==> src/sv/wsdm_pkg.sv <==
`timescale 1ns / 1ps
// -----------------------------------------------------------------------------
// wsdm_pkg
// Types and constants shared by the wheel speed and trip distance meter.
// -----------------------------------------------------------------------------
package wsdm_pkg;

   localparam int CIRC_BITS     = 12;
   localparam int LOCKOUT_BITS  = 10;
   localparam int TIMEOUT_BITS  = 16;
   localparam int PERIOD_BITS   = 16;
   localparam int SPEED_BITS    = 15;
   localparam int DIST_BITS     = 32;
   localparam int DUR_BITS      = 24;

   localparam int CSR_ADDR_BITS = 3;
   localparam int CSR_DATA_BITS = 16;

   localparam int SCALE_BITS    = 9;
   localparam int PROD_BITS     = CIRC_BITS + SCALE_BITS;
   localparam int CNT_BITS      = $clog2(PROD_BITS);

   localparam logic [SCALE_BITS-1:0] CIRC_SCALE = 9'd360;

   localparam logic [SPEED_BITS-1:0] SPEED_MAX = {SPEED_BITS{1'b1}};
   localparam logic [DIST_BITS-1:0]  DIST_MAX  = {DIST_BITS{1'b1}};
   localparam logic [DUR_BITS-1:0]   DUR_MAX   = {DUR_BITS{1'b1}};

   localparam logic [CSR_ADDR_BITS-1:0] CSR_CIRC    = 3'd0;
   localparam logic [CSR_ADDR_BITS-1:0] CSR_LOCKOUT = 3'd1;
   localparam logic [CSR_ADDR_BITS-1:0] CSR_TIMEOUT = 3'd2;
   localparam logic [CSR_ADDR_BITS-1:0] CSR_PERIOD  = 3'd3;
   localparam logic [CSR_ADDR_BITS-1:0] CSR_MINSPD  = 3'd4;

   localparam logic [CIRC_BITS-1:0]    CIRC_RST    = 12'd2155;
   localparam logic [LOCKOUT_BITS-1:0] LOCKOUT_RST = 10'd80;
   localparam logic [TIMEOUT_BITS-1:0] TIMEOUT_RST = 16'd3000;
   localparam logic [PERIOD_BITS-1:0]  PERIOD_RST  = 16'd1000;
   localparam logic [SPEED_BITS-1:0]   MINSPD_RST  = 15'd100;

   typedef logic [SPEED_BITS-1:0] speed_type;
   typedef logic [DIST_BITS-1:0]  dist_type;
   typedef logic [DUR_BITS-1:0]   dur_type;

endpackage

==> src/sv/wsdm_req_if.sv <==
`timescale 1ns / 1ps
// -----------------------------------------------------------------------------
// wsdm_req_if
// Tick channel: one item per millisecond tick.
// -----------------------------------------------------------------------------
interface wsdm_req_if;
   logic valid;
   logic ready;
   logic reed_pulse;
   logic trip_reset;

   modport source (output valid, reed_pulse, trip_reset, input ready);
   modport sink   (input valid, reed_pulse, trip_reset, output ready);
endinterface

==> src/sv/wsdm_rsp_if.sv <==
`timescale 1ns / 1ps
// -----------------------------------------------------------------------------
// wsdm_rsp_if
// Result channel: speed, distance, duration and tick flags.
// -----------------------------------------------------------------------------
interface wsdm_rsp_if;
   import wsdm_pkg::*;
   logic      valid;
   logic      ready;
   speed_type speed_centi_kmh;
   dist_type  distance_mm;
   dur_type   duration_s;
   logic      pulse_accepted;
   logic      stopped;

   modport source (output valid, speed_centi_kmh, distance_mm, duration_s,
                   pulse_accepted, stopped, input ready);
   modport sink   (input valid, speed_centi_kmh, distance_mm, duration_s,
                   pulse_accepted, stopped, output ready);
endinterface

==> src/sv/wsdm_csr_if.sv <==
`timescale 1ns / 1ps
// -----------------------------------------------------------------------------
// wsdm_csr_if
// Register write channel: register address and write data.
// -----------------------------------------------------------------------------
interface wsdm_csr_if;
   import wsdm_pkg::*;
   logic                     valid;
   logic                     ready;
   logic [CSR_ADDR_BITS-1:0] addr;
   logic [CSR_DATA_BITS-1:0] data;

   modport source (output valid, addr, data, input ready);
   modport sink   (input valid, addr, data, output ready);
endinterface

==> src/sv/wheel_speed_distance_meter.sv <==
`timescale 1ns / 1ps
// -----------------------------------------------------------------------------
// wheel_speed_distance_meter
// Wheel speed, trip distance and moving time from reed pulses per ms tick.
// -----------------------------------------------------------------------------
// req_ch carries one item per millisecond tick: reed_pulse and trip_reset.
// rsp_ch returns exactly one item per tick with speed (0.01 km/h), trip
// distance (mm, saturating), moving seconds (saturating) and tick flags.
// csr_ch writes the five settings (circumference, lockout, stop timeout,
// second period, moving threshold); it is always ready, writes to unknown
// addresses are dropped. Write it only while no tick is in flight.
// A tick without an accepted pulse passes from acceptance through the evaluate
// and final steps to rsp valid; a tick with an accepted pulse also passes
// through the restoring divider that forms circumference * 360 / dt one
// quotient bit per cycle. req_ch.ready is high only while the sequencer idles,
// so one tick is worked at a time.
// The result sits in an output register; the next tick is accepted while it
// waits, and that tick holds in its final step until rsp_ch.ready frees it.
// Synchronous reset restores default settings and clears time, speed,
// distance and duration.
// -----------------------------------------------------------------------------
module wheel_speed_distance_meter #(
   parameter int TIMESTAMP_BITS = 32
) (
   input logic       clock,
   input logic       reset,
   wsdm_req_if.sink   req_ch,
   wsdm_rsp_if.source rsp_ch,
   wsdm_csr_if.sink   csr_ch
);
   import wsdm_pkg::*;

   localparam logic [1:0] S_IDLE = 2'd0;
   localparam logic [1:0] S_EVAL = 2'd1;
   localparam logic [1:0] S_DIV  = 2'd2;
   localparam logic [1:0] S_FIN  = 2'd3;

   typedef logic [TIMESTAMP_BITS-1:0] ts_type;

   logic [1:0]              state_ff, state_in;
   logic [CIRC_BITS-1:0]    circ_ff, circ_in;
   logic [LOCKOUT_BITS-1:0] lockout_ff, lockout_in;
   logic [TIMEOUT_BITS-1:0] timeout_ff, timeout_in;
   logic [PERIOD_BITS-1:0]  period_ff, period_in;
   speed_type               minspd_ff, minspd_in;

   ts_type    now_ff, now_in;
   ts_type    last_pulse_ff, last_pulse_in;
   ts_type    last_sec_ff, last_sec_in;
   speed_type speed_ff, speed_in;
   dist_type  dist_ff, dist_in;
   dur_type   dur_ff, dur_in;

   logic pulse_ff, pulse_in;
   logic trip_ff, trip_in;
   logic acc_ff, acc_in;
   logic stop_ff, stop_in;
   logic sec_ff, sec_in;
   ts_type dt_ff, dt_in;

   logic [PROD_BITS-1:0] quo_ff, quo_in;
   ts_type               rem_ff, rem_in;
   logic [CNT_BITS-1:0]  cnt_ff, cnt_in;

   logic      rsp_valid_ff, rsp_valid_in;
   speed_type rsp_speed_ff, rsp_speed_in;
   dist_type  rsp_dist_ff, rsp_dist_in;
   dur_type   rsp_dur_ff, rsp_dur_in;
   logic      rsp_acc_ff, rsp_acc_in;
   logic      rsp_stop_ff, rsp_stop_in;

   logic                  req_fire;
   logic                  fin_fire;
   ts_type                dt_now;
   ts_type                dt_sec;
   logic [TIMESTAMP_BITS:0] trial;
   logic [TIMESTAMP_BITS:0] trial_sub;
   speed_type             q_sat;
   speed_type             speed_new;
   logic [DIST_BITS:0]    dist_sum;
   dist_type              dist_new;
   dur_type               dur_new;

   assign req_ch.ready = (state_ff == S_IDLE);
   assign csr_ch.ready = 1'b1;
   assign req_fire     = req_ch.valid && req_ch.ready;
   assign fin_fire     = (state_ff == S_FIN) && (!rsp_valid_ff || rsp_ch.ready);

   assign rsp_ch.valid           = rsp_valid_ff;
   assign rsp_ch.speed_centi_kmh = rsp_speed_ff;
   assign rsp_ch.distance_mm     = rsp_dist_ff;
   assign rsp_ch.duration_s      = rsp_dur_ff;
   assign rsp_ch.pulse_accepted  = rsp_acc_ff;
   assign rsp_ch.stopped         = rsp_stop_ff;

   assign dt_now    = now_ff - last_pulse_ff;
   assign dt_sec    = now_ff - last_sec_ff;
   assign trial     = {rem_ff, quo_ff[PROD_BITS-1]};
   assign trial_sub = trial - {1'b0, dt_ff};

   assign q_sat = (quo_ff[PROD_BITS-1:SPEED_BITS] != '0) ? SPEED_MAX
                                                         : quo_ff[SPEED_BITS-1:0];

   always_comb begin
      speed_new = speed_ff;
      if (trip_ff || stop_ff) begin
         speed_new = '0;
      end else if (acc_ff) begin
         speed_new = q_sat;
      end
   end

   assign dist_sum = {1'b0, dist_ff} + (DIST_BITS + 1)'(circ_ff);

   always_comb begin
      dist_new = dist_ff;
      if (trip_ff) begin
         dist_new = '0;
      end else if (acc_ff) begin
         dist_new = dist_sum[DIST_BITS] ? DIST_MAX : dist_sum[DIST_BITS-1:0];
      end
   end

   always_comb begin
      dur_new = trip_ff ? '0 : dur_ff;
      if (sec_ff && (speed_new > minspd_ff) && (dur_new != DUR_MAX)) begin
         dur_new = dur_new + 1'b1;
      end
   end

   always_comb begin
      state_in      = state_ff;
      circ_in       = circ_ff;
      lockout_in    = lockout_ff;
      timeout_in    = timeout_ff;
      period_in     = period_ff;
      minspd_in     = minspd_ff;
      now_in        = now_ff;
      last_pulse_in = last_pulse_ff;
      last_sec_in   = last_sec_ff;
      speed_in      = speed_ff;
      dist_in       = dist_ff;
      dur_in        = dur_ff;
      pulse_in      = pulse_ff;
      trip_in       = trip_ff;
      acc_in        = acc_ff;
      stop_in       = stop_ff;
      sec_in        = sec_ff;
      dt_in         = dt_ff;
      quo_in        = quo_ff;
      rem_in        = rem_ff;
      cnt_in        = cnt_ff;
      rsp_valid_in  = rsp_valid_ff && !rsp_ch.ready;
      rsp_speed_in  = rsp_speed_ff;
      rsp_dist_in   = rsp_dist_ff;
      rsp_dur_in    = rsp_dur_ff;
      rsp_acc_in    = rsp_acc_ff;
      rsp_stop_in   = rsp_stop_ff;

      if (csr_ch.valid) begin
         unique case (csr_ch.addr)
            CSR_CIRC:    circ_in    = csr_ch.data[CIRC_BITS-1:0];
            CSR_LOCKOUT: lockout_in = csr_ch.data[LOCKOUT_BITS-1:0];
            CSR_TIMEOUT: timeout_in = csr_ch.data[TIMEOUT_BITS-1:0];
            CSR_PERIOD:  period_in  = csr_ch.data[PERIOD_BITS-1:0];
            CSR_MINSPD:  minspd_in  = csr_ch.data[SPEED_BITS-1:0];
            default: ;
         endcase
      end

      unique case (state_ff)
         S_IDLE: begin
            if (req_fire) begin
               pulse_in = req_ch.reed_pulse;
               trip_in  = req_ch.trip_reset;
               state_in = S_EVAL;
            end
         end
         S_EVAL: begin
            dt_in   = dt_now;
            acc_in  = pulse_ff && !trip_ff && (dt_now > TIMESTAMP_BITS'(lockout_ff));
            stop_in = !(pulse_ff && !trip_ff && (dt_now > TIMESTAMP_BITS'(lockout_ff)))
                      && !trip_ff && (dt_now > TIMESTAMP_BITS'(timeout_ff));
            sec_in  = dt_sec > TIMESTAMP_BITS'(period_ff);
            quo_in  = PROD_BITS'(circ_ff) * PROD_BITS'(CIRC_SCALE);
            rem_in  = '0;
            cnt_in  = CNT_BITS'(PROD_BITS - 1);
            state_in = (pulse_ff && !trip_ff && (dt_now > TIMESTAMP_BITS'(lockout_ff)))
                       ? S_DIV : S_FIN;
         end
         S_DIV: begin
            if (trial >= {1'b0, dt_ff}) begin
               rem_in = trial_sub[TIMESTAMP_BITS-1:0];
               quo_in = {quo_ff[PROD_BITS-2:0], 1'b1};
            end else begin
               rem_in = trial[TIMESTAMP_BITS-1:0];
               quo_in = {quo_ff[PROD_BITS-2:0], 1'b0};
            end
            cnt_in = cnt_ff - 1'b1;
            if (cnt_ff == '0) begin
               state_in = S_FIN;
            end
         end
         S_FIN: begin
            if (fin_fire) begin
               speed_in = speed_new;
               dist_in  = dist_new;
               dur_in   = dur_new;
               if (acc_ff || trip_ff) begin
                  last_pulse_in = now_ff;
               end
               if (sec_ff) begin
                  last_sec_in = now_ff;
               end
               now_in       = now_ff + 1'b1;
               rsp_valid_in = 1'b1;
               rsp_speed_in = speed_new;
               rsp_dist_in  = dist_new;
               rsp_dur_in   = dur_new;
               rsp_acc_in   = acc_ff;
               rsp_stop_in  = stop_ff;
               state_in     = S_IDLE;
            end
         end
         default: state_in = S_IDLE;
      endcase
   end

   always_ff @(posedge clock) begin
      if (reset) begin
         state_ff      <= S_IDLE;
         circ_ff       <= CIRC_RST;
         lockout_ff    <= LOCKOUT_RST;
         timeout_ff    <= TIMEOUT_RST;
         period_ff     <= PERIOD_RST;
         minspd_ff     <= MINSPD_RST;
         now_ff        <= '0;
         last_pulse_ff <= '0;
         last_sec_ff   <= '0;
         speed_ff      <= '0;
         dist_ff       <= '0;
         dur_ff        <= '0;
         rsp_valid_ff  <= 1'b0;
      end else begin
         state_ff      <= state_in;
         circ_ff       <= circ_in;
         lockout_ff    <= lockout_in;
         timeout_ff    <= timeout_in;
         period_ff     <= period_in;
         minspd_ff     <= minspd_in;
         now_ff        <= now_in;
         last_pulse_ff <= last_pulse_in;
         last_sec_ff   <= last_sec_in;
         speed_ff      <= speed_in;
         dist_ff       <= dist_in;
         dur_ff        <= dur_in;
         rsp_valid_ff  <= rsp_valid_in;
      end
   end

   always_ff @(posedge clock) begin
      pulse_ff     <= pulse_in;
      trip_ff      <= trip_in;
      acc_ff       <= acc_in;
      stop_ff      <= stop_in;
      sec_ff       <= sec_in;
      dt_ff        <= dt_in;
      quo_ff       <= quo_in;
      rem_ff       <= rem_in;
      cnt_ff       <= cnt_in;
      rsp_speed_ff <= rsp_speed_in;
      rsp_dist_ff  <= rsp_dist_in;
      rsp_dur_ff   <= rsp_dur_in;
      rsp_acc_ff   <= rsp_acc_in;
      rsp_stop_ff  <= rsp_stop_in;
   end

endmodule

==> src/flat_wrapper.sv <==
// flat-port wrapper written by rule: the top's interface ports become plain ports
module wheel_speed_distance_meter_flat import wsdm_pkg::*;
#(
   parameter int TIMESTAMP_BITS = 32
)
  (clock, reset, req_ch_valid, req_ch_reed_pulse, req_ch_trip_reset, req_ch_ready, rsp_ch_valid, rsp_ch_speed_centi_kmh, rsp_ch_distance_mm, rsp_ch_duration_s, rsp_ch_pulse_accepted, rsp_ch_stopped, rsp_ch_ready, csr_ch_valid, csr_ch_addr, csr_ch_data, csr_ch_ready);
  wsdm_req_if req_ch_i ();
  wsdm_rsp_if rsp_ch_i ();
  wsdm_csr_if csr_ch_i ();
  input logic clock;
  input logic reset;
  input wire logic [$bits(req_ch_i.valid)-1:0] req_ch_valid;
  input wire logic [$bits(req_ch_i.reed_pulse)-1:0] req_ch_reed_pulse;
  input wire logic [$bits(req_ch_i.trip_reset)-1:0] req_ch_trip_reset;
  output wire logic [$bits(req_ch_i.ready)-1:0] req_ch_ready;
  output wire logic [$bits(rsp_ch_i.valid)-1:0] rsp_ch_valid;
  output wire logic [$bits(rsp_ch_i.speed_centi_kmh)-1:0] rsp_ch_speed_centi_kmh;
  output wire logic [$bits(rsp_ch_i.distance_mm)-1:0] rsp_ch_distance_mm;
  output wire logic [$bits(rsp_ch_i.duration_s)-1:0] rsp_ch_duration_s;
  output wire logic [$bits(rsp_ch_i.pulse_accepted)-1:0] rsp_ch_pulse_accepted;
  output wire logic [$bits(rsp_ch_i.stopped)-1:0] rsp_ch_stopped;
  input wire logic [$bits(rsp_ch_i.ready)-1:0] rsp_ch_ready;
  input wire logic [$bits(csr_ch_i.valid)-1:0] csr_ch_valid;
  input wire logic [$bits(csr_ch_i.addr)-1:0] csr_ch_addr;
  input wire logic [$bits(csr_ch_i.data)-1:0] csr_ch_data;
  output wire logic [$bits(csr_ch_i.ready)-1:0] csr_ch_ready;
  assign req_ch_i.valid = req_ch_valid;
  assign req_ch_i.reed_pulse = req_ch_reed_pulse;
  assign req_ch_i.trip_reset = req_ch_trip_reset;
  assign req_ch_ready = req_ch_i.ready;
  assign rsp_ch_valid = rsp_ch_i.valid;
  assign rsp_ch_speed_centi_kmh = rsp_ch_i.speed_centi_kmh;
  assign rsp_ch_distance_mm = rsp_ch_i.distance_mm;
  assign rsp_ch_duration_s = rsp_ch_i.duration_s;
  assign rsp_ch_pulse_accepted = rsp_ch_i.pulse_accepted;
  assign rsp_ch_stopped = rsp_ch_i.stopped;
  assign rsp_ch_i.ready = rsp_ch_ready;
  assign csr_ch_i.valid = csr_ch_valid;
  assign csr_ch_i.addr = csr_ch_addr;
  assign csr_ch_i.data = csr_ch_data;
  assign csr_ch_ready = csr_ch_i.ready;
  wheel_speed_distance_meter #(.TIMESTAMP_BITS(TIMESTAMP_BITS)) u_core (.clock(clock), .reset(reset), .req_ch(req_ch_i), .rsp_ch(rsp_ch_i), .csr_ch(csr_ch_i));
endmodule
==> config.mk <==
export PLATFORM = sky130hd
export DESIGN_NAME = wheel_speed_distance_meter_flat
export DESIGN_NICKNAME = d
export VERILOG_FILES = /design/src/sv/wsdm_pkg.sv /design/src/sv/wsdm_req_if.sv /design/src/sv/wsdm_rsp_if.sv /design/src/sv/wsdm_csr_if.sv /design/src/sv/wheel_speed_distance_meter.sv /design/src/flat_wrapper.sv
export SDC_FILE = /design/constraint.sdc
export NUM_CORES = 1
export LEC_CHECK = 0
export BUFFER_PORTS_ARGS = -buffer_cell sky130_fd_sc_hd__clkbuf_2
export CAP_MARGIN = 20
export CORE_ASPECT_RATIO = 1.5
export CORE_MARGIN = 2
export CORE_UTILIZATION = 35
export CTS_CLUSTER_SIZE = 10
export DETAILED_ROUTE_END_ITERATION = 16
export GPL_ROUTABILITY_DRIVEN = 0
export HOLD_SLACK_MARGIN = 0.03
export PLACE_DENSITY = 0.53
export SYNTH_ARGS = -nofsm -noshare
export SYNTH_HDL_FRONTEND = slang
export SYNTH_SLANG_ARGS = --single-unit
==> constraint.sdc <==
create_clock -name clock -period 3.7 [get_ports clock]
set_input_delay 0.185 -clock clock [delete_from_list [all_inputs] [get_ports clock]]
set_output_delay 0.185 -clock clock [all_outputs]
set_load 0.02 [all_outputs]
* Word level (Yosys, flattened, before mapping) *
Cells that the tools add are included.

word-level totals
  flip-flop bits (word level) = 407
  bits in latches = 0
  bits in writable memories = 0
  ROM bits = 0
  logic and storage cells = 102
  memories = 0

cells by class
  $add $sub $neg = 7
  multipliers = 1
  divide/modulo/power cells = 0
  magnitude comparators = 5
  eq/ne operators = 11
  shift-type cells = 0
  multiplexer cells = 20
  bitwise gates (word level) = 0
  reduce and logical (&&, ||, !) cells = 31

operators with widths
  cell                     count
  $mux W32                 4
  $sub A32 B32 Y32         3
  $gt A32 B16 Y1           2
  $pmux W32 S2             1
  $mux W24                 2
  $mux W15                 3
  $pmux W21 S2             1
  $add A32 B12 Y33         1
  $ge A33 B32 Y1           1
  $add A32 B1 Y32 const B  1
  $gt A32 B10 Y1           1
  $add A24 B1 Y24 const B  1
  $ne A24 B24 Y1 const B   1
  $mul A12 B6 Y18 const B  1
  $gt A15 B15 Y1           1
  $reduce_and A2 Y1        7
  $pmux W5 S2              1
  $logic_and A1 B1 Y1      9
  $reduce_and A3 Y1        3
  $pmux W2 S4              1
  $eq A3 B2 Y1 const B     2
  $mux W2                  3
  $reduce_bool A6 Y1       1
  $logic_not A5 Y1         1
  13 further kinds         23

* Depth between registers and ports, before layout *
  depth after elaboration = 8
  depth in mapped cells = 20
  gate-level depth less buffers = 20

* Least setup slack after synthesis *
OpenSTA, ideal clock, no wires.

  kind = reg2reg
  start point = register u_core.now_ff[0]
  end point = register u_core.sec_ff (data pin)
  setup time = 0.279 ns
  arrival = 3.741 ns
  required time = 3.421 ns
  slack = -0.320 ns
  cell stages (with the launch flop) = 21
  buffers on the path = 0
  period minus slack after synthesis = 4.020 ns
  path through = dfxtp_1 -> inv_1 -> ha_1 -> inv_1 -> fa_1 -> a21oi_1 -> o211ai_1 -> o221ai_1 -> nor2b_1 -> a221oi_1 -> xnor2_1 -> ha_1 -> a21o_1 -> a21o_1 -> a21oi_1 -> o21ai_0 -> a21oi_1 -> o2111ai_1 -> or3_1 -> a2111oi_0 -> o2111ai_1

on the way
  longest elaborated chain between the ends = 2

ends and longest elaborated chain
  element                 line                               RTL
  start, declared         wheel_speed_distance_meter.sv:47   ts_type now_ff, now_in;
  start signal, assigned  wheel_speed_distance_meter.sv:251  now_ff <= now_in;
  $sub A32 B32 Y32        wheel_speed_distance_meter.sv:97   assign dt_sec = now_ff - last_sec_ff;
  $gt A32 B16 Y1          wheel_speed_distance_meter.sv:184  sec_in = dt_sec > TIMESTAMP_BITS'(period_ff);
  end signal, assigned    wheel_speed_distance_meter.sv:266  sec_ff <= sec_in;
  end, declared           wheel_speed_distance_meter.sv:58   logic sec_ff, sec_in;

No other way between the ends.
A chain may end at the register's enable or synchronous reset.

* Worst setup path in the final report *
  start point = register u_core.last_sec_ff[1]
  end point = register u_core.sec_ff (data pin)

on the way
  longest elaborated chain between the ends = 2

ends and longest elaborated chain
  element                 line                               RTL
  start, declared         wheel_speed_distance_meter.sv:49   ts_type last_sec_ff, last_sec_in;
  start signal, assigned  wheel_speed_distance_meter.sv:253  last_sec_ff <= last_sec_in;
  $sub A32 B32 Y32        wheel_speed_distance_meter.sv:97
  $gt A32 B16 Y1          wheel_speed_distance_meter.sv:184

No other way between the ends.

==> summary.md <==
| Metric | Value |
|---|---|
| Logic pwr share | 0.374 |
| Largest net degree at the start of global routing | 135 |
| P_int | 10.6 mW |
| Switching share of total power | 0.359 |
| Vias in the first global route | 22.3k |
| Req. time, crit path | ~4.0 ns |
| Initial Utilization | 0.352 |
| Critical path data arrival time | 4.41 ns |
| Post-route ant nets | 0 |
| Hpwl dp | approximately 54,000 um |
| DIE HEIGHT | 332 um |
| Worst slew pin tran | 1.09 ns |
| Worst vdd ir | 0.000369 V |
| Main synth FF type | dfxtp_1 |
| Minimum clock period | just over 4 ns |
| Finished Core Util | 0.439 |
| Initial antenna violation count | 0 |
| Netlist Area Pre-Place | 25,100 um2 |
| Fmax | 0.245 GHz |
| Synth-to-layout area growth | 24.5% |
| Power Density | about 530 nW/um2 |
| Routed wire per std cell | 17.6 um |
| Die X-Extent | between 200 and 250 um |
| # diodes | 0 |
| Overflow after GRT | 0 |
| CTS Root Cell | clkbuf_16 |
| Seq/Total Area, Yosys | 0.392 |
| Top cell type's share of synthesized area | 0.201 |
| Ys Warns | 0 |
| Final instance area | 31,200 um2 |
| GRT Resource Usage Total | 0.194 |
| Worst rel slew slack | 0.276 |
| Synth cell types | 88 |
| Clock Power Share | 0.267 |
| First-pass GRT wire length | 116,000 um |
| Core ar. | 71,200 um2 |
| Sequential share of power | 0.358 |
| Syn_nets | 3,199 |
| Placed cell area | about 28,000 um2 |
| Max Cap Viol | 0 |
| Worst min-delay path category | input pin to flip-flop |
| DRC viols | 0 |
| Status | finished with violations |
| Net Switching | between 5 and 6 mW |
| Final setup viols | 14 |
| Vias | ~22k |
| Unrepaired setup endpoints after global routing | yes |
| Crit start category | flip-flop |
| CTS sink cnt | 407 |
| Crit Path Max Fanout | 3 |
| Max Slew Vio Count | 0 |
| Post-synth top area cell | edfxtp_1 |
| Post-Synthesis Cells | just under 3k |
| Layout cells sized above 1 | 0.195 |
| Critical path type | flip-flop to flip-flop |
| Clock slew at reported path FFs | roughly 0.060 ns |
| Area contributors post-synth | edfxtp_1 20%, dfxtp_1 19%, ha_1 10%, nand2_1 6.4%, a21oi_1 6.0% |
| Final worst slack | -0.384 ns |
| Failing checks | negative setup slack |
| Static leakage | about 13 nW |
| Post-synth ARST share | 0 |
| DIE AREA | around 74,000 um2 |
| Port Buf Inserts | 100 |
| Clk_lat worst skew | around 0.61 ns |
| Maximum root-to-sink buffer count | 3 |
| Initial DRT Pass Iterations | 5 |
| Post-Route Setup TNS | -1.19 ns |
| Nets@finish | approximately 3.5k |
| Num CTS Buffers | 48 |
| CTS tree | yes |
| Vias per cell | ~5.3 |
| Endpoint class of the critical path | flip-flop |
| Initial DRC Count | 1,295 |
| Final hold vios | 0 |
| FILL cells | 6,927 |
| EDFF count, synth | 168 |
| Synth Register Bits | 407 |
| Clock skew | 0.0258 ns |
| IO Pins | 102 |
| Post-Route WL | 74,300 um |
| Final Cycle Share | 1.10 |
| FP Rows | 120 |
| CTS H-tree lvls | 2 |
| Avg Synthesized Cell Area | 8.51 um2 |
## critical path, stage by stage (launching register included)
cell       delay [ns]
dfxtp_2          0.33
inv_2            0.05
ha_1             0.28
nor2b_2          0.16
o31ai_1          0.26
buf_4            0.18
a2111oi_4        0.06
buf_4            0.16
o21ai_0          0.17
nand2b_1         0.08
a21oi_1          0.21
xnor2_1          0.11
ha_1             0.32
nand4_1          0.15
nor4_2           0.35
o2111ai_1        0.14
or3_4            0.36
a2111oi_4        0.24
o2111ai_2        0.18
## routing by layer
metal,track usage,up-vias,wire length (um)
met1,0.210,10791,28900
met3,0.0242,157,2640
met5,0,-,0
li1,-,10970,-
met2,0.372,490,39300
met4,0.0902,0,3510
## cells by family after synthesis
kind of cell             Yosys count  synth area share
AO/OA/AOI/OAI                    748             0.184
XOR/XNOR                         142            0.0496
adder cells (fa/ha/maj)          225             0.119
buffers and inverters            385            0.0594
flip-flops                       407             0.392
multiplexers                      40            0.0163
other                              1          0.000150
AND/OR/NAND/NOR                 1000             0.179
## power groups by stage
| stage | clock network, mW | registers (mW) | logic [mW] |
|---|---|---|---|
| finish | 4.44 | 5.95 | 6.21 |
| detailed placement | 0 | 6.02 | 5.67 |
| global placement | 0 | 6.01 | 5.59 |
| CTS | 4.56 | 5.95 | 5.81 |
| floorplan | 0 | 6.06 | 3.91 |
| global route | 4.72 | 6.02 | 6.82 |
## cell usage after synthesis (all sizes together), types with 33 or more instances
cell	instances
a211oi	33
nand2	427
inv	263
edfxtp	168
a21oi	301
mux2i	33
clkbuf	105
xor2	55
dfxtp	239
nor3	58
ha	203
nor2	242
a21o	43
nand3	61
o21ai	153
nand4	36
xnor2	87
## per-stage QoR
stage	setup slack, ns	cells	hold slack (ns)	power (mW)
global route	-0.575	4223	0.0392	17.6
finish	-0.384	4223	0.0752	16.6
CTS	-0.416	4195	0.0334	16.3
floorplan	-0.265	2948	0.284	9.97
global placement	-0.563	4085	0.362	11.6
detailed placement	-0.825	4085	0.370	11.7
## cell usage in the layout, fill, tap and decap left out, types with 20 or more instances in the layout
master / n
nand2_1: 424
a21oi_1: 274
inv_1: 257
buf_4: 241
dfxtp_1: 232
nor2_1: 229
ha_1: 189
edfxtp_1: 168
o21ai_0: 112
clkbuf_2: 99
xnor2_1: 76
nand3_1: 56
xor2_1: 53
clkbuf_16: 50
nor3_1: 45
a21o_1: 43
nand4_1: 36
buf_6: 35
o211ai_1: 32
mux2i_1: 32
and3_1: 29
clkbuf_1: 28
a31oi_1: 27
and2_1: 26
a211oi_1: 26
a21oi_2: 25
o21ai_1: 24
nor2b_1: 21
nand2b_1: 21
o21a_1: 20
## flip-flops by register name, indices dropped and copies added (netlist names), 2 cells and up
name and cells:
u_core.dist_ff 32, u_core.dt_ff 32, u_core.last_pulse_ff 32, u_core.last_sec_ff 32, u_core.now_ff 32, u_core.rem_ff 32, u_core.rsp_ch.distance_mm 32, u_core.dur_ff 24
u_core.rsp_ch.duration_s 24, u_core.quo_ff 21, u_core.period_ff 16, u_core.timeout_ff 16, u_core.minspd_ff 15, u_core.rsp_ch.speed_centi_kmh 15, u_core.speed_ff 15, u_core.circ_ff 12
u_core.lockout_ff 10, u_core.cnt_ff 5, u_core.state_ff 2
## cell type report
cell class	count	area [um2]	area share
clock buffer	79	1350	0.0432
clock inverter	5	58.8	0.00188
inverter	265	1000	0.0320
multi-input combinational	2156	14800	0.475
sequential	407	9840	0.315
tap	915	1140	0.0367
timing repair buffer	396	3000	0.0960
## final timing paths
check	startpoint	endpoint	slack, ns	cells after the start
max	u_core.last_sec_ff[1]	u_core.sec_ff	-0.38	18
max reg2reg	u_core.last_sec_ff[1]	u_core.sec_ff	-0.38	18
min	csr_ch_data[10]	u_core.timeout_ff[10]	0.08	3
min reg2reg	u_core.speed_ff[0]	u_core.speed_ff[0]	0.45	2
## what timing repair did
item / CTS / global route
hold buffers: 14 / 0
setup buffers: 12 / 27
endpoints found under the hold margin: 42 / 0
pin swaps: 53 / 91
cloned: 0 / 2
gates resized for setup: 106 / 170
setup endpoints to repair: 52 / 100
Note: power is estimated with default switching activity, not from simulation.
